**src/design/epc_pkg.sv**
```systemverilog
// ----------------------------------------------------------------------------
// epc_pkg
// Shared types and constants for the encoder position counter.
// ----------------------------------------------------------------------------
package epc_pkg;

	localparam int POS_WIDTH_DEF = 8;
	localparam int SETTLE_W      = 8;
	localparam int CFG_IDX_W     = 2;

	localparam int POS_MIN_RESET      = 0;
	localparam int POS_MAX_RESET      = 99;
	localparam int SETTLE_TICKS_RESET = 10;

	typedef enum logic [1:0] {
		CMD_TICK   = 2'd0,
		CMD_EDGE_A = 2'd1,
		CMD_EDGE_B = 2'd2
	} cmd_t;

	typedef enum logic [CFG_IDX_W-1:0] {
		REG_POS_MIN      = 2'd0,
		REG_POS_MAX      = 2'd1,
		REG_SETTLE_TICKS = 2'd2
	} reg_idx_t;

	typedef enum logic [2:0] {
		PH_WAIT_HIGH = 3'd0,
		PH_SETTLE    = 3'd1,
		PH_SHOW      = 3'd2,
		PH_ARM       = 3'd3,
		PH_IDLE      = 3'd4
	} phase_t;

	typedef struct packed {
		phase_t              phase;
		logic [SETTLE_W-1:0] settle_cnt;
		logic                dir_up;
		logic                armed;
		logic                led;
	} ctl_state_t;

endpackage

```
**src/design/epc_if.sv**
```systemverilog
// ----------------------------------------------------------------------------
// epc_if
// Valid/ready channels: encoder events in, position results out.
// ----------------------------------------------------------------------------
interface epc_evt_if;
	logic       valid;
	logic       ready;
	logic [1:0] cmd;
	logic       chan_a;
	logic       chan_b;

	modport source (output valid, output cmd, output chan_a, output chan_b, input ready);
	modport sink   (input valid, input cmd, input chan_a, input chan_b, output ready);
endinterface

interface epc_res_if #(
	parameter int POS_WIDTH = epc_pkg::POS_WIDTH_DEF
);
	logic                 valid;
	logic                 ready;
	logic [POS_WIDTH-1:0] position;
	logic                 show_strobe;
	logic                 indicator;
	logic                 armed;

	modport source (output valid, output position, output show_strobe, output indicator,
		output armed, input ready);
	modport sink   (input valid, input position, input show_strobe, input indicator,
		input armed, output ready);
endinterface

```
**src/design/epc_step.sv**
```systemverilog
// ----------------------------------------------------------------------------
// epc_step
// Next-state logic for one item: settle countdown, phase machine, position
// step with wrap, edge capture.
// ----------------------------------------------------------------------------
module epc_step #(
	parameter int POS_WIDTH = epc_pkg::POS_WIDTH_DEF
) (
	input  logic [1:0]                   cmd,
	input  logic                         chan_a,
	input  logic                         chan_b,
	input  epc_pkg::ctl_state_t          cur,
	input  logic [POS_WIDTH-1:0]         pos_cur,
	input  logic [POS_WIDTH-1:0]         pos_min,
	input  logic [POS_WIDTH-1:0]         pos_max,
	input  logic [epc_pkg::SETTLE_W-1:0] settle_ticks,
	output epc_pkg::ctl_state_t          nxt,
	output logic [POS_WIDTH-1:0]         pos_nxt,
	output logic                         strobe
);
	import epc_pkg::*;

	logic                 is_tick;
	logic                 edge_ok;
	logic                 both_high;
	logic                 cnt_done;
	logic [SETTLE_W-1:0]  tick_cnt;
	logic [POS_WIDTH-1:0] pos_up;
	logic [POS_WIDTH-1:0] pos_dn;
	phase_t               phase_nxt;

	assign is_tick   = (cmd == CMD_TICK);
	assign edge_ok   = ((cmd == CMD_EDGE_A) || (cmd == CMD_EDGE_B)) && cur.armed;
	assign both_high = chan_a && chan_b;
	assign tick_cnt  = (cur.settle_cnt != '0) ? cur.settle_cnt - 1'b1 : cur.settle_cnt;
	assign cnt_done  = (tick_cnt == '0);
	assign pos_up    = (pos_cur < pos_max) ? pos_cur + 1'b1 : pos_min;
	assign pos_dn    = (pos_cur > pos_min) ? pos_cur - 1'b1 : pos_max;

	always_comb begin
		phase_nxt = cur.phase;
		if (is_tick) begin
			unique case (cur.phase)
				PH_WAIT_HIGH: if (both_high) phase_nxt = PH_SETTLE;
				PH_SETTLE:    if (cnt_done) phase_nxt = PH_SHOW;
				PH_SHOW:      phase_nxt = PH_ARM;
				PH_ARM:       phase_nxt = PH_IDLE;
				PH_IDLE:      if (!cur.armed) phase_nxt = PH_WAIT_HIGH;
				default:      phase_nxt = PH_IDLE;
			endcase
		end
	end

	always_comb begin
		nxt       = cur;
		nxt.phase = phase_nxt;
		pos_nxt   = pos_cur;
		strobe    = 1'b0;
		if (is_tick) begin
			nxt.settle_cnt = tick_cnt;
			unique case (cur.phase)
				PH_WAIT_HIGH: if (both_high) nxt.settle_cnt = settle_ticks;
				PH_SETTLE:    if (cnt_done) pos_nxt = cur.dir_up ? pos_up : pos_dn;
				PH_SHOW:      strobe = 1'b1;
				PH_ARM:       nxt.armed = 1'b1;
				default:      ;
			endcase
		end else if (edge_ok) begin
			nxt.dir_up = (cmd == CMD_EDGE_B);
			nxt.armed  = 1'b0;
			nxt.led    = ~cur.led;
		end
	end

endmodule

```
**src/design/encoder_position_counter_core.sv**
```systemverilog
// ----------------------------------------------------------------------------
// encoder_position_counter_core
// Position counter driven by encoder edge events and timer ticks.
//
//   channel  dir  payload                                   handshake
//   evt      in   cmd, chan_a, chan_b                       valid/ready
//   res      out  position, show_strobe, indicator, armed   valid/ready
//   cfg      in   cfg_idx, cfg_wdata                        cfg_we, no wait
//
// One item per cycle unless res stalls. Path: input register, then one pass of
// next-state logic into the result register.
// Reset clears control state and loads register and state reset values.
// A stalled result holds the result register; the input register still
// takes one more item, then evt.ready drops until the result is taken.
// ----------------------------------------------------------------------------
module encoder_position_counter_core #(
	parameter int POS_WIDTH = epc_pkg::POS_WIDTH_DEF,
	parameter int CFG_W     = (POS_WIDTH > epc_pkg::SETTLE_W) ? POS_WIDTH : epc_pkg::SETTLE_W
) (
	input  logic                          clk,
	input  logic                          arst_n,
	input  logic                          cfg_we,
	input  logic [epc_pkg::CFG_IDX_W-1:0] cfg_idx,
	input  logic [CFG_W-1:0]              cfg_wdata,
	epc_evt_if.sink                       evt,
	epc_res_if.source                     res
);
	import epc_pkg::*;

	logic                 v_s1;
	logic [1:0]           cmd_s1;
	logic                 a_s1;
	logic                 b_s1;
	logic                 adv_s1;

	ctl_state_t           st_q;
	ctl_state_t           st_nxt;
	logic [POS_WIDTH-1:0] pos_q;
	logic [POS_WIDTH-1:0] pos_nxt;
	logic                 strobe;

	logic [POS_WIDTH-1:0] pos_min_q;
	logic [POS_WIDTH-1:0] pos_max_q;
	logic [SETTLE_W-1:0]  settle_ticks_q;

	logic                 res_v_q;
	logic [POS_WIDTH-1:0] res_pos_q;
	logic                 res_strobe_q;
	logic                 res_led_q;
	logic                 res_armed_q;

	assign adv_s1    = v_s1 && (!res_v_q || res.ready);
	assign evt.ready = !v_s1 || adv_s1;

	always_ff @(posedge clk or negedge arst_n) begin
		if (!arst_n) begin
			pos_min_q      <= POS_WIDTH'(POS_MIN_RESET);
			pos_max_q      <= POS_WIDTH'(POS_MAX_RESET);
			settle_ticks_q <= SETTLE_W'(SETTLE_TICKS_RESET);
		end else if (cfg_we) begin
			unique case (cfg_idx)
				REG_POS_MIN:      pos_min_q      <= cfg_wdata[POS_WIDTH-1:0];
				REG_POS_MAX:      pos_max_q      <= cfg_wdata[POS_WIDTH-1:0];
				REG_SETTLE_TICKS: settle_ticks_q <= cfg_wdata[SETTLE_W-1:0];
				default:          ;
			endcase
		end
	end

	always_ff @(posedge clk or negedge arst_n) begin
		if (!arst_n) begin
			v_s1 <= 1'b0;
		end else if (evt.ready) begin
			v_s1 <= evt.valid;
		end
	end

	always_ff @(posedge clk) begin
		if (evt.ready && evt.valid) begin
			cmd_s1 <= evt.cmd;
			a_s1   <= evt.chan_a;
			b_s1   <= evt.chan_b;
		end
	end

	epc_step #(
		.POS_WIDTH (POS_WIDTH)
	) u_step (
		.cmd          (cmd_s1),
		.chan_a       (a_s1),
		.chan_b       (b_s1),
		.cur          (st_q),
		.pos_cur      (pos_q),
		.pos_min      (pos_min_q),
		.pos_max      (pos_max_q),
		.settle_ticks (settle_ticks_q),
		.nxt          (st_nxt),
		.pos_nxt      (pos_nxt),
		.strobe       (strobe)
	);

	always_ff @(posedge clk or negedge arst_n) begin
		if (!arst_n) begin
			st_q.phase      <= PH_IDLE;
			st_q.settle_cnt <= SETTLE_W'(SETTLE_TICKS_RESET);
			st_q.dir_up     <= 1'b0;
			st_q.armed      <= 1'b1;
			st_q.led        <= 1'b0;
			pos_q           <= POS_WIDTH'(POS_MIN_RESET);
		end else if (adv_s1) begin
			st_q  <= st_nxt;
			pos_q <= pos_nxt;
		end
	end

	always_ff @(posedge clk or negedge arst_n) begin
		if (!arst_n) begin
			res_v_q <= 1'b0;
		end else if (!res_v_q || res.ready) begin
			res_v_q <= v_s1;
		end
	end

	always_ff @(posedge clk) begin
		if (adv_s1) begin
			res_pos_q    <= pos_nxt;
			res_strobe_q <= strobe;
			res_led_q    <= st_nxt.led;
			res_armed_q  <= st_nxt.armed;
		end
	end

	assign res.valid       = res_v_q;
	assign res.position    = res_pos_q;
	assign res.show_strobe = res_strobe_q;
	assign res.indicator   = res_led_q;
	assign res.armed       = res_armed_q;

`ifndef SYNTHESIS
	a_strobe_disarmed: assert property (@(posedge clk) disable iff (!arst_n)
		res.valid && res.show_strobe |-> !res.armed)
		else $error("display strobe while armed");

	a_pos_hold: assert property (@(posedge clk) disable iff (!arst_n)
		!adv_s1 |=> $stable(pos_q))
		else $error("position moved without an item");

	a_s1_backpressure: assert property (@(posedge clk) disable iff (!arst_n)
		v_s1 && !adv_s1 |-> !evt.ready)
		else $error("input taken while stage one is stalled");
`endif

endmodule
```
**src/flat_wrapper.sv**
```systemverilog
// flat-port wrapper written by rule: the top's interface ports become plain ports
module encoder_position_counter_core_flat import epc_pkg::*;
#(
	parameter int POS_WIDTH = epc_pkg::POS_WIDTH_DEF,
	parameter int CFG_W     = (POS_WIDTH > epc_pkg::SETTLE_W) ? POS_WIDTH : epc_pkg::SETTLE_W
)
  (clk, arst_n, cfg_we, cfg_idx, cfg_wdata, evt_valid, evt_cmd, evt_chan_a, evt_chan_b, evt_ready, res_valid, res_position, res_show_strobe, res_indicator, res_armed, res_ready);
  epc_evt_if evt_i ();
  epc_res_if #(.POS_WIDTH(POS_WIDTH)) res_i ();
  input  logic clk;
  input  logic arst_n;
  input  logic cfg_we;
  input  logic [epc_pkg::CFG_IDX_W-1:0] cfg_idx;
  input  logic [CFG_W-1:0] cfg_wdata;
  input wire logic [$bits(evt_i.valid)-1:0] evt_valid;
  input wire logic [$bits(evt_i.cmd)-1:0] evt_cmd;
  input wire logic [$bits(evt_i.chan_a)-1:0] evt_chan_a;
  input wire logic [$bits(evt_i.chan_b)-1:0] evt_chan_b;
  output wire logic [$bits(evt_i.ready)-1:0] evt_ready;
  output wire logic [$bits(res_i.valid)-1:0] res_valid;
  output wire logic [$bits(res_i.position)-1:0] res_position;
  output wire logic [$bits(res_i.show_strobe)-1:0] res_show_strobe;
  output wire logic [$bits(res_i.indicator)-1:0] res_indicator;
  output wire logic [$bits(res_i.armed)-1:0] res_armed;
  input wire logic [$bits(res_i.ready)-1:0] res_ready;
  assign evt_i.valid = evt_valid;
  assign evt_i.cmd = evt_cmd;
  assign evt_i.chan_a = evt_chan_a;
  assign evt_i.chan_b = evt_chan_b;
  assign evt_ready = evt_i.ready;
  assign res_valid = res_i.valid;
  assign res_position = res_i.position;
  assign res_show_strobe = res_i.show_strobe;
  assign res_indicator = res_i.indicator;
  assign res_armed = res_i.armed;
  assign res_i.ready = res_ready;
  encoder_position_counter_core #(.POS_WIDTH(POS_WIDTH), .CFG_W(CFG_W)) u_core (.clk(clk), .arst_n(arst_n), .cfg_we(cfg_we), .cfg_idx(cfg_idx), .cfg_wdata(cfg_wdata), .evt(evt_i), .res(res_i));
endmodule
```
**config.mk**
```make
export PLATFORM = sky130hd
export DESIGN_NAME = encoder_position_counter_core_flat
export DESIGN_NICKNAME = d
export VERILOG_FILES = /design/src/design/epc_pkg.sv /design/src/design/epc_if.sv /design/src/design/epc_step.sv /design/src/design/encoder_position_counter_core.sv /design/src/flat_wrapper.sv
export SDC_FILE = /design/constraint.sdc
export NUM_CORES = 1
export LEC_CHECK = 0
export BUFFER_PORTS_ARGS = -buffer_cell sky130_fd_sc_hd__buf_4
export CORE_ASPECT_RATIO = 1.1
export CORE_UTILIZATION = 40
export CTS_CLUSTER_DIAMETER = 100
export DETAILED_ROUTE_END_ITERATION = 10
export PLACE_DENSITY = 0.65
export SETUP_SLACK_MARGIN = 0.4
export SLEW_MARGIN = 20
export SYNTH_ARGS = -nofsm -noshare
export SYNTH_HDL_FRONTEND = slang
export SYNTH_HIERARCHICAL = 1
export SYNTH_SLANG_ARGS = --single-unit
```
**constraint.sdc**
```tcl
create_clock -name clk -period 7.2 [get_ports clk]
set_input_delay 0.72 -clock clk [delete_from_list [all_inputs] [get_ports clk]]
set_output_delay 0.72 -clock clk [all_outputs]
set_load 0.01 [all_outputs]
```
==> run_results.csv, run 1 <==
group,metric,value,unit
logic_synthesis,synth_top_area_share,24.40,%
drt,wl,8461,microns
sta,tns,0,ns
die,die_y,105.5,microns
place,globalplace.congestion,0.8928,
die,pin_count,32,
logic_synthesis,yosysTopAreaCell,"dfrtp_1",
sta,finalSetupViolations,0,
power_and_ir_drop,ir_drop,0.0001846,V
grt,first_global_vias,2913,
clocking,cts_tree,"built",
logic_synthesis,synth_fp_nets,401,
cells_and_area,fillCellCount,898,
critical_path,crit_type,"reg -> reg",
sta,rsz0062_at_grt,"false",
grt,grt_pass1_wl,14460,microns
power_and_ir_drop,p_comb_share,42.9,%
critical_path,worstPathRequired,7.43,ns
place,dp_hpwl,6072,microns
power_and_ir_drop,cellLeakagePower,1.938,nW
grt,grt.total_usage,18.50,%
logic_synthesis,ys_async_sr_fraction,76.19,%
power_and_ir_drop,powerDensity,352.5,mW/mm^2
cells_and_area,areaGrowthSynthToFinish,12.36,%
cells_and_area,final-seq-area,0.001664,sq mm
cells_and_area,antenna_cells,0,
die,rows,37,
power_and_ir_drop,net-switching-power,0.0006137,W
grt,grt_max_degree,49,
die,die_w,96.12,microns
clocking,cts_hold_buf,0,
power_and_ir_drop,seqPwrFrac,39.9,%
place,portBuffers,31,
clocking,clk_pin_slew_worst_paths,0.07,ns
sta,hold_viol_final,0,
flow_run,drv_cap,0,
power_and_ir_drop,swShare,39.76,%
die,core_area,0.009398,sq mm
critical_path,start_kind,"register",
power_and_ir_drop,power,0.001544,W
drt,drt_iter0_drc,153,
logic_synthesis,yosysSeqAreaShare,42.70,%
clocking,clockBufferDepth,2,
logic_synthesis,yosys_warnings,6,
sta,min_period_over_period,43.56,%
sta,timing.fmax,318.9,MHz
sta,max-slew-margin-rel,41.52,%
logic_synthesis,syn_avg_cell_area,10.77,sq um
clocking,post_cts_buffers,0,
clocking,cts.sinks,63,
critical_path,path_max_fanout,7,
drt,dr.pass1.iters,5,
grt,grt_overflow,0,
logic_synthesis,synth_cell_types,62,
logic_synthesis,synth_edf_count,15,
sta,worst_pin_slew,0.8756,ns
drt,ant_nets,0,
power_and_ir_drop,power.internal,0.0009299,W
drt,vias,2918,
logic_synthesis,netlist_instances,362,
power_and_ir_drop,p_clk_share,17.2,%
clocking,cts-htree-levels,3,
logic_synthesis,ys_ff_latch,63,
cells_and_area,drive_gt1_share,29.97,%
critical_path,arrival,3.36,ns
drt,wl_per_cell,16.46,microns
logic_synthesis,synth_area,0.003897,sq mm
sta,finalMaxSlewViolations,0,
logic_synthesis,ys.flop_type,"dfrtp_1",
critical_path,end_kind,"register",
cells_and_area,final_nets,431,
clocking,root_buffer,"clkbuf_8",
clocking,cts_made_buffers,9,
clocking,clock_latency,0.34,ns
hold_path,min_path_type,"in -> async",
grt,antenna_found_initial,0,
die,dieArea,0.01014,sq mm
outcome,status,"finished, final reports clean",
drt,vias_per_cell,5.677,
cells_and_area,multi_input_comb_area,0.002059,sq mm
sta,skew,0.01246,ns
drt,drc,0,
sta,period_needed,3.136,ns
clocking,ctsResizeCount,0,
logic_synthesis,synthTopCellsByArea,"dfrtp_1 24%, mux2_2 14%, edfxtp_1 12%, dfstp_2 6.7%, ha_1 6.4%",
die,initial_utilization,41.47,%
-- critical path, cell delays in order, from the launching register on --
cell and delay, ns:
dfrtp_1 0.44, inv_1 0.17, ha_1 0.27, or3b_2 0.47
or2_1 0.29, o32ai_1 0.26, o211ai_2 0.20, nor4_4 0.28
mux2_2 0.39, mux2_2 0.26
-- per-layer routing --
layer,track usage [%],routed length (microns),up-vias
li1,-,-,1393
met1,23.24,3683,1440
met2,31.16,4350,68
met3,3.391,271,17
met4,6.823,154,0
met5,0,0,-
-- synth_stat cells (3+ instances only) --
library cell  instances
a211oi_1              3
a21oi_1              13
a22o_1                7
and3_1                4
buf_6                 3
clkbuf_1              8
dfrtp_1              38
dfstp_2              10
edfxtp_1             15
ha_1                 20
inv_1                27
mux2_2               50
mux2i_1               7
nand2_1              22
nand2b_1              9
nand3_1               9
nand3b_1              3
nor2_1               13
nor3_1                8
o21ai_0              21
o22ai_1               5
o31ai_1               5
or3_1                 4
xnor2_1               6
xor2_1                6
-- power by group through the flow --
stage,combinational [W],clock [W],sequential [W]
global placement,0.000632,0,0.000616
global route,0.000736,0.000294,0.000635
detailed placement,0.000647,0,0.000620
CTS,0.000653,0.000277,0.000613
finish,0.000662,0.000266,0.000615
floorplan,0.000543,0,0.000562
-- flip-flops by register name, indices dropped and copies added, names as in the netlist, 2 cells and up --
signal / flops
u_core/st_q: 14
u_core/pos_max_q: 8
u_core/pos_min_q: 8
u_core/pos_q: 8
u_core/res.position: 8
u_core/settle_ticks_q: 8
u_core/cmd_s1: 2
-- stage by stage --
stage	instances	hold WS (ns)	utilization, %	area [sq um]	setup slack [ns]
after CTS	514	0.4162	46.60	4379	4.075
final	514	0.3941	46.60	4379	4.064
after global routing	514	0.4228	46.60	4379	3.896
after detailed placement	498	0.4843	44.81	4212	4.090
after floorplan	362	0.4244	-	3897	4.378
after global placement	498	0.4718	44.81	4212	4.224
-- cells in the final DEF, fill, tap and decap left out, types with 2 or more instances in the layout --
| cell type | synthesis | routed |
|---|---|---|
| a211oi_1 | 3 | 3 |
| a21boi_0 | 2 | 2 |
| a21oi_1 | 13 | 13 |
| a221oi_1 | 2 | 2 |
| a22o_1 | 7 | 7 |
| a22oi_1 | 2 | 2 |
| and3_1 | 4 | 4 |
| buf_4 | 0 | 32 |
| clkbuf_1 | 8 | 2 |
| clkbuf_8 | 0 | 10 |
| clkinv_2 | 0 | 3 |
| dfrtp_1 | 38 | 38 |
| dfstp_2 | 10 | 10 |
| edfxtp_1 | 15 | 15 |
| ha_1 | 20 | 20 |
| inv_1 | 27 | 27 |
| mux2_2 | 50 | 50 |
| mux2i_1 | 7 | 7 |
| nand2_1 | 22 | 22 |
| nand2b_1 | 9 | 9 |
| nand3_1 | 9 | 9 |
| nand3b_1 | 3 | 3 |
| nand3b_2 | 2 | 2 |
| nand4_1 | 2 | 2 |
| nor2_1 | 13 | 13 |
| nor2b_1 | 2 | 2 |
| nor3_1 | 8 | 8 |
| o21ai_0 | 21 | 21 |
| o21bai_1 | 2 | 2 |
| o22ai_1 | 5 | 5 |
| o31ai_1 | 5 | 5 |
| o41ai_1 | 2 | 2 |
| or3_1 | 4 | 4 |
| or4_1 | 2 | 2 |
| xnor2_1 | 6 | 6 |
| xor2_1 | 6 | 6 |
-- layout make-up --
| class | instances | share of cell area, % |
|---|---|---|
| multi-input combinational | 259 | 47.03 |
| clock buffer | 12 | 3.314 |
| tap | 117 | 3.343 |
| sequential | 63 | 38.00 |
| clock inverter | 4 | 0.5143 |
| inverter | 27 | 2.314 |
| timing repair buffer | 32 | 5.486 |
-- path summary, 6_finish.rpt --
path                                       end  cells after the start           start  slack, ns
max reg2reg                    u_core/pos_q[6]                      9  u_core/st_q[3]       4.06
min in group clk              u_core/res.valid                      1     u_core/v_s1       0.50
min                        u_core/pos_max_q[2]                      1          arst_n       0.39
min reg2reg                   u_core/res.valid                      1     u_core/v_s1       0.50
max in group asynchronous      u_core/pos_q[0]                      1          arst_n       6.38
max                            u_core/pos_q[6]                      9  u_core/st_q[3]       4.06
-- cells by family (layout without fill, tap and decap cells) --
kind of cell	count (synthesis)	after routing	share of synthesized area, %
AO/OA/AOI/OAI	80	80	14.29
buffers and inverters	40	75	4.462
adder cells (fa/ha/maj)	20	20	6.421
XOR/XNOR	12	12	2.697
AND/OR/NAND/NOR	89	89	12.91
flip-flops	63	63	42.70
multiplexers	58	58	16.53
Note: power is estimated with default switching activity, not from simulation.
==> inputs of run 2 (changes only) <==
--- a/config.mk
+++ b/config.mk
@@ -5,12 +5,13 @@
 export SDC_FILE = /design/constraint.sdc
 export NUM_CORES = 1
 export LEC_CHECK = 0
+export ABC_AREA = 1
 export BUFFER_PORTS_ARGS = -buffer_cell sky130_fd_sc_hd__buf_4
 export CORE_ASPECT_RATIO = 1.1
 export CORE_UTILIZATION = 40
 export CTS_CLUSTER_DIAMETER = 100
 export DETAILED_ROUTE_END_ITERATION = 10
-export PLACE_DENSITY = 0.65
+export PLACE_DENSITY = 0.67
 export SETUP_SLACK_MARGIN = 0.4
 export SLEW_MARGIN = 20
 export SYNTH_ARGS = -nofsm -noshare
==> constraint.sdc (replaced) <==
create_clock -name clk -period 2.8 [get_ports clk]
set_input_delay 0.28 -clock clk [delete_from_list [all_inputs] [get_ports clk]]
set_output_delay 0.28 -clock clk [all_outputs]
set_load 0.01 [all_outputs]
==> run 2 against run 1 <==
  * Core utilization increased by 0.83 points
  * Sequential share of layout area down 2.5 points
  * Design area grew 7.1%
  * Clock skew shrank 0.0034 ns
  * Largest power group unchanged
==> run_results.csv, run 2 <==
group,metric,value,unit
outcome,status,"finished, final reports clean",
drt,wl,9775,microns
die,dieArea,0.01063,sq mm
critical_path,path_max_fanout,8,
critical_path,cp.depth,14,
drt,drt_iter0_drc,247,
sta,tns,0,ns
place,dp_slack,0.3860,ns
logic_synthesis,synth_edf_count,15,
logic_synthesis,ys_ff_latch,63,
power_and_ir_drop,p_comb_share,43.4,%
sta,finalMaxSlewViolations,0,
flow_run,drv_cap,0,
power_and_ir_drop,net-switching-power,0.001668,W
critical_path,worstSetupStartpoint,"u_core/st_q[3]",
logic_synthesis,synth_fp_nets,581,
critical_path,crit_path_cell_trace,"inv_2 -> ha_2 -> nand2_4 -> nor2_8 -> inv_2 -> nand2_1 -> nand2_2 -> nor2_4 -> nand3_4 -> nor2_8 -> nor2_1 -> nor2_1 -> nand3_1 -> nand2_1",
power_and_ir_drop,power.internal,0.002367,W
sta,min_period_over_period,78.94,%
clocking,clockBufferDepth,2,
power_and_ir_drop,swShare,41.34,%
logic_synthesis,yosysTopAreaCell,"dfrtp_1",
critical_path,worstPathRequired,3.08,ns
die,die_w,98.40,microns
grt,antenna_found_initial,0,
critical_path,reg2reg_depth,14,
cells_and_area,final_nets,611,
hold_path,min_path_type,"in -> reg",
place,globalplace.congestion,0.8926,
logic_synthesis,yosysMostFrequentCell,"nand2_1",
drt,drc,0,
logic_synthesis,syn_avg_cell_area,7.544,sq um
power_and_ir_drop,p_clk_share,23.6,%
drt,wl_per_cell,14.02,microns
sta,timing.hold.ws,0.1078,ns
die,core_area,0.009889,sq mm
sta,rsz0062_at_grt,"false",
critical_path,ff2ff_setup_slack,0.59,ns
power_and_ir_drop,seqPwrFrac,33.0,%
critical_path,r2r_end,"u_core/pos_q[7]",
sta,worst_pin_slew,0.6975,ns
drt,vias_per_cell,5.179,
cells_and_area,areaGrowthSynthToFinish,14.72,%
critical_path,arrival,2.49,ns
logic_synthesis,ys_async_sr_fraction,76.19,%
clocking,clk_pin_slew_worst_paths,0.07,ns
clocking,post_cts_buffers,0,
cells_and_area,final_common_cell,"nand2_1",
sta,finalSetupViolations,0,
sta,hold_viol_final,0,
sta,setup_slack,0.5897,ns
grt,first_global_vias,3362,
place,dp_hpwl,7055,microns
grt,grt_max_degree,49,
die,rows,38,
cells_and_area,regMostFlops,"u_core/st_q",
critical_path,cp.buffers_inverters,2,
logic_synthesis,yosys_warnings,6,
logic_synthesis,netlist_instances,542,
critical_path,end_kind,"register",
critical_path,start_kind,"register",
sta,period_needed,2.210,ns
critical_path,crit_type,"reg -> reg",
logic_synthesis,synthTopCellsByCount,"194 x nand2_1, 57 x nand3_1, 47 x inv_1, 38 x dfrtp_1, 28 x nor2_1",
critical_path,cpPeakStageDelay,0.41,ns
logic_synthesis,synth_top_area_share,23.26,%
sta,max-slew-margin-rel,53.14,%
clocking,clock_latency,0.35,ns
grt,grt_overflow,0,
grt,grt.total_usage,19.26,%
critical_path,crit_family,"simple AND/OR/NAND/NOR gates",
cells_and_area,largest_reg_flops,14,
logic_synthesis,ys.flop_type,"dfrtp_1",
power_and_ir_drop,cellLeakagePower,2.429,nW
place,portBuffers,31,
drt,dr.pass1.iters,6,
critical_path,endpoint,"u_core/pos_q[7]",
logic_synthesis,synth_cell_types,34,
critical_path,r2r_start,"u_core/st_q[3]",
sta,skew,0.009045,ns
cells_and_area,most-common-layout-cells,"191 x nand2_1, 57 x nand3_1, 47 x inv_1",
cells_and_area,antenna_cells,0,
clocking,cts_made_buffers,9,
logic_synthesis,synth_area,0.004089,sq mm
clocking,cts_tree,"built",
grt,grt_pass1_wl,16310,microns
critical_path,cp_slowest_cell,"dfrtp_1",
cells_and_area,fillCellCount,983,
die,pin_count,32,
die,die_y,108.0,microns
clocking,cts-htree-levels,3,
die,initial_utilization,41.35,%
sta,timing.fmax,452.4,MHz
power_and_ir_drop,powerDensity,860.1,mW/mm^2
clocking,root_buffer,"clkbuf_8",
power_and_ir_drop,ir_drop,0.0003664,V
logic_synthesis,yosysSeqAreaShare,40.70,%
drt,ant_nets,0,
drt,vias,3610,
clocking,cts.sinks,63,
cells_and_area,drive_gt1_share,16.12,%
logic_synthesis,synthTopCellsByArea,"dfrtp_1 23%, nand2_1 18%, edfxtp_1 11%, nand3_1 7.0%, dfstp_2 6.4%",
## run 2: how the worst min path moves through the flow
stage                          start                  end  slack [ns]  cells past startpoint
after floorplan               arst_n  u_core/pos_max_q[2]       -0.02                      0
after global placement        arst_n     u_core/res.valid        0.34                      1
after detailed placement      arst_n     u_core/res.valid        0.36                      1
after CTS                 evt_cmd[1]     u_core/cmd_s1[1]        0.09                      1
after global routing      evt_cmd[1]     u_core/cmd_s1[1]        0.09                      1
final                     evt_chan_b          u_core/b_s1        0.11                      1
## run 2: area by class of cell
type                            count  area [sq um]  share of cell area, %
Timing Repair Buffer               38         287.8                  6.135
Tap cell                          120         150.1                  3.201
Sequential cell                    63          1667                  35.53
Inverter                           52         195.2                  4.161
Multi-Input combinational cell    408          2156                  45.96
Clock inverter                      7         111.4                  2.374
Clock buffer                        9         123.9                  2.641
## run 2: worst reg2reg max path, delay by kind of cell (launching register included)
| kind | cells | cell delay [ns] |
|---|---|---|
| simple gates | 11 | 1.28 |
| buf+inv | 2 | 0.20 |
| fa+ha+maj | 1 | 0.27 |
| flops | 1 | 0.41 |
## run 2: power by group through the flow
stage               Combinational (W)  Clock, W  Sequential (W)
finish                        0.00175  0.000951         0.00133
global placement              0.00168         0         0.00134
detailed placement            0.00169         0         0.00134
global route                  0.00197   0.00101         0.00136
floorplan                     0.00135         0         0.00131
CTS                           0.00171  0.000971         0.00133
## run 2: cell families (layout without fill, tap and decap cells)
family,Yosys count,count (layout),synth area share [%]
XOR/XNOR,12,12,2.570
adder cells (fa/ha/maj),20,20,6.120
buffers and inverters,71,106,7.313
AO/OA/AOI/OAI,47,47,6.212
flip-flops,63,63,40.70
AND/OR/NAND/NOR,329,329,37.09
## run 2: what timing repair did
item,CTS,global route
pin swaps,0,0
hold endpoints to repair,30,0
endpoints found under the setup margin,2,13
resized for setup,1,9
hold buffers,1,0
## run 2: through the flow
step	util, %	std cells	instance area, sq um	total power, W
after global placement	44.62	680	4413	0.003015
after detailed placement	44.62	680	4413	0.003038
after global routing	47.43	697	4691	0.004336
after floorplan	-	542	4089	0.002660
final	47.43	697	4691	0.004034
after CTS	47.13	697	4661	0.004010
## run 2: routing by layer
layer  global-route usage (%)  up-vias  wire length, microns
met4                    7.889        0                   203
met2                    31.69      102                  4523
met1                    25.84     1666                  4616
li1                         -     1826                     -
met5                        0        -                     0
met3                    2.392       16                   431
==> inputs of run 3 (changes only) <==
--- a/config.mk
+++ b/config.mk
@@ -5,13 +5,13 @@
 export SDC_FILE = /design/constraint.sdc
 export NUM_CORES = 1
 export LEC_CHECK = 0
-export ABC_AREA = 1
+export ABC_AREA = 0
 export BUFFER_PORTS_ARGS = -buffer_cell sky130_fd_sc_hd__buf_4
 export CORE_ASPECT_RATIO = 1.1
 export CORE_UTILIZATION = 40
 export CTS_CLUSTER_DIAMETER = 100
 export DETAILED_ROUTE_END_ITERATION = 10
-export PLACE_DENSITY = 0.67
+export PLACE_DENSITY = 0.65
 export SETUP_SLACK_MARGIN = 0.4
 export SLEW_MARGIN = 20
 export SYNTH_ARGS = -nofsm -noshare
==> constraint.sdc (replaced) <==
create_clock -name clk -period 2.2 [get_ports clk]
set_input_delay 0.22 -clock clk [delete_from_list [all_inputs] [get_ports clk]]
set_output_delay 0.22 -clock clk [all_outputs]
set_load 0.01 [all_outputs]
==> run 3 against run 2 <==
  * The flow now finishes with violations (setup timing)
  * Clock power increased by 21%
  * Power increased by 68%
  * Critical path depth decreased by 6
  * Final cell count decreased by 15%
  * Hold slack got worse by 0.066 ns
  * Largest cell class unchanged
  * Largest power group unchanged
==> run_results.csv, run 3 (same netlist as run 1, synthesis figures left out) <==
group,metric,value,unit
outcome,status,"complete, but fails checks",
outcome,violations,"setup timing",
critical_path,crit_path_cell_trace,"or4_4 -> or3_4 -> a31oi_4 -> o211ai_2 -> nor4_4 -> buf_4 -> mux2_4 -> mux2_2",
drt,vias,3218,
die,dieArea,0.01014,sq mm
drt,dr.pass1.iters,5,
power_and_ir_drop,seqPwrFrac,26.4,%
cells_and_area,regMostFlops,"u_core/st_q",
die,pin_count,32,
grt,antenna_found_initial,0,
clocking,cts-htree-levels,3,
sta,min_period_over_period,123.1,%
die,core_area,0.009398,sq mm
sta,tns,-8.134,ns
power_and_ir_drop,power,0.006778,W
grt,first_global_vias,3229,
clocking,cts_made_buffers,9,
critical_path,cp.depth,8,
cells_and_area,fin_cells,594,
critical_path,worstPathRequired,2.44,ns
clocking,cts.sinks,63,
drt,vias_per_cell,5.418,
sta,skew,0.007766,ns
sta,timing.fmax,369.3,MHz
power_and_ir_drop,swShare,37.82,%
sta,hold_viol_final,0,
drt,ant_nets,0,
die,rows,37,
power_and_ir_drop,p_comb_share,56.7,%
clocking,root_buffer,"clkbuf_8",
cells_and_area,areaGrowthSynthToFinish,37.66,%
power_and_ir_drop,net-switching-power,0.002563,W
cells_and_area,drive_gt1_share,48.64,%
cells_and_area,final_common_cell,"buf_4",
critical_path,reg2reg_depth,8,
critical_path,start_kind,"register",
critical_path,crit_family,"simple AND/OR/NAND/NOR gates",
power_and_ir_drop,power.internal,0.004215,W
place,portBuffers,31,
critical_path,cp.buffers_inverters,1,
grt,grt.total_usage,20.84,%
clocking,cts_tree,"built",
grt,grt_overflow,0,
critical_path,cp_slowest_cell,"or4_4",
clocking,clockBufferDepth,2,
critical_path,cpPeakStageDelay,0.56,ns
sta,max-slew-margin-rel,58.87,%
drt,drt_iter0_drc,151,
sta,timing.hold.ws,0.04140,ns
hold_path,min_path_type,"in -> reg",
critical_path,crit_type,"reg -> reg",
die,die_y,105.5,microns
die,initial_utilization,41.47,%
critical_path,arrival,2.95,ns
place,dp_hpwl,6853,microns
critical_path,path_max_fanout,4,
sta,worst_pin_slew,0.6122,ns
grt,grt_pass1_wl,15900,microns
sta,finalMaxSlewViolations,0,
sta,period_needed,2.708,ns
sta,rsz0062_at_grt,"true",
die,die_w,96.12,microns
grt,grt_max_degree,49,
power_and_ir_drop,ir_drop,0.0008193,V
cells_and_area,most-common-layout-cells,"98 x buf_4, 43 x mux2_2, 38 x dfrtp_1",
clocking,clock_latency,0.35,ns
cells_and_area,antenna_cells,0,
critical_path,end_kind,"register",
power_and_ir_drop,p_clk_share,16.9,%
place,placed_cells,565,
hold_path,whs_path_depth,1,
power_and_ir_drop,powerDensity,1263,mW/mm^2
cells_and_area,final_util,57.09,%
sta,setup_slack,-0.5081,ns
sta,finalSetupViolations,22,
drt,wl_per_cell,16.73,microns
clocking,clk_pin_slew_worst_paths,0.07,ns
cells_and_area,final_nets,511,
power_and_ir_drop,cellLeakagePower,2.440,nW
cells_and_area,largest_reg_flops,14,
drt,wl,9939,microns
flow_run,drv_cap,0,
place,globalplace.congestion,0.9325,
drt,drc,0,
==> run 3: cell count changes in the layout (fill, tap and decap cells not counted), moves of 6 or more <==
cell,before,now
nand2_2,8,0
buf_4,37,98
buf_6,0,10
nor2_1,28,11
inv_1,47,25
nand2b_1,0,9
mux2_2,0,43
a22o_1,0,7
nand4_1,23,2
mux2i_1,0,6
nand3_1,57,8
mux2_4,0,8
nand2_1,191,21
==> run 3: layer usage <==
| metal | GRT usage (%) | wire length (microns) | vias to the layer above |
|---|---|---|---|
| met4 | 9.808 | 410 | 0 |
| met1 | 25.67 | 4187 | 1559 |
| met5 | 0 | 0 | - |
| met3 | 3.608 | 297 | 32 |
| li1 | - | - | 1560 |
| met2 | 34.75 | 5044 | 67 |
==> run 3: worst paths after layout <==
kind                                start             endpoint  slack [ns]
max                        u_core/st_q[5]      u_core/pos_q[7]       -0.51
min                            evt_chan_b          u_core/b_s1        0.04
max reg2reg                u_core/st_q[5]      u_core/pos_q[7]       -0.51
min reg2reg                   u_core/v_s1     u_core/res.valid        0.50
max in group asynchronous          arst_n  u_core/pos_min_q[0]        1.36
min in group asynchronous          arst_n  u_core/pos_max_q[7]        0.41
==> run 3: timing repair <==
action	CTS	global route
pin swaps	18	3
hold endpoints to repair	38	0
gates cloned	1	1
setup buffers	5	5
endpoints found under the setup margin	26	27
gates resized for setup	38	25
hold buffers	1	0
==> run 3: power groups by stage <==
stage	Sequential (W)	Clock [W]	Combinational [W]
2_1_floorplan	0.00185	0	0.00187
3_3_place_gp	0.00179	0	0.00308
3_5_place_dp	0.00180	0	0.00315
4_1_cts	0.00179	0.00118	0.00355
5_1_grt	0.00183	0.00123	0.00415
6_report	0.00179	0.00115	0.00384
==> run 3: final cells by class <==
class	instances	area [sq um]
clock buffer	13	181.4
clock inverter	3	46.29
fill	800	4033
inverter	27	101.3
multi-input combinational	260	2327
sequential	63	1664
tap	117	146.4
timing repair buffer	111	898.4
==> run 3: per-stage QoR <==
| stage | setup WS, ns | area, sq um |
|---|---|---|
| global placement | -0.4890 | 4766 |
| CTS | -0.4823 | 5199 |
| global route | -0.6049 | 5365 |
| finish | -0.5081 | 5365 |
| floorplan | -0.5521 | 3951 |
| detailed placement | -0.5634 | 4766 |
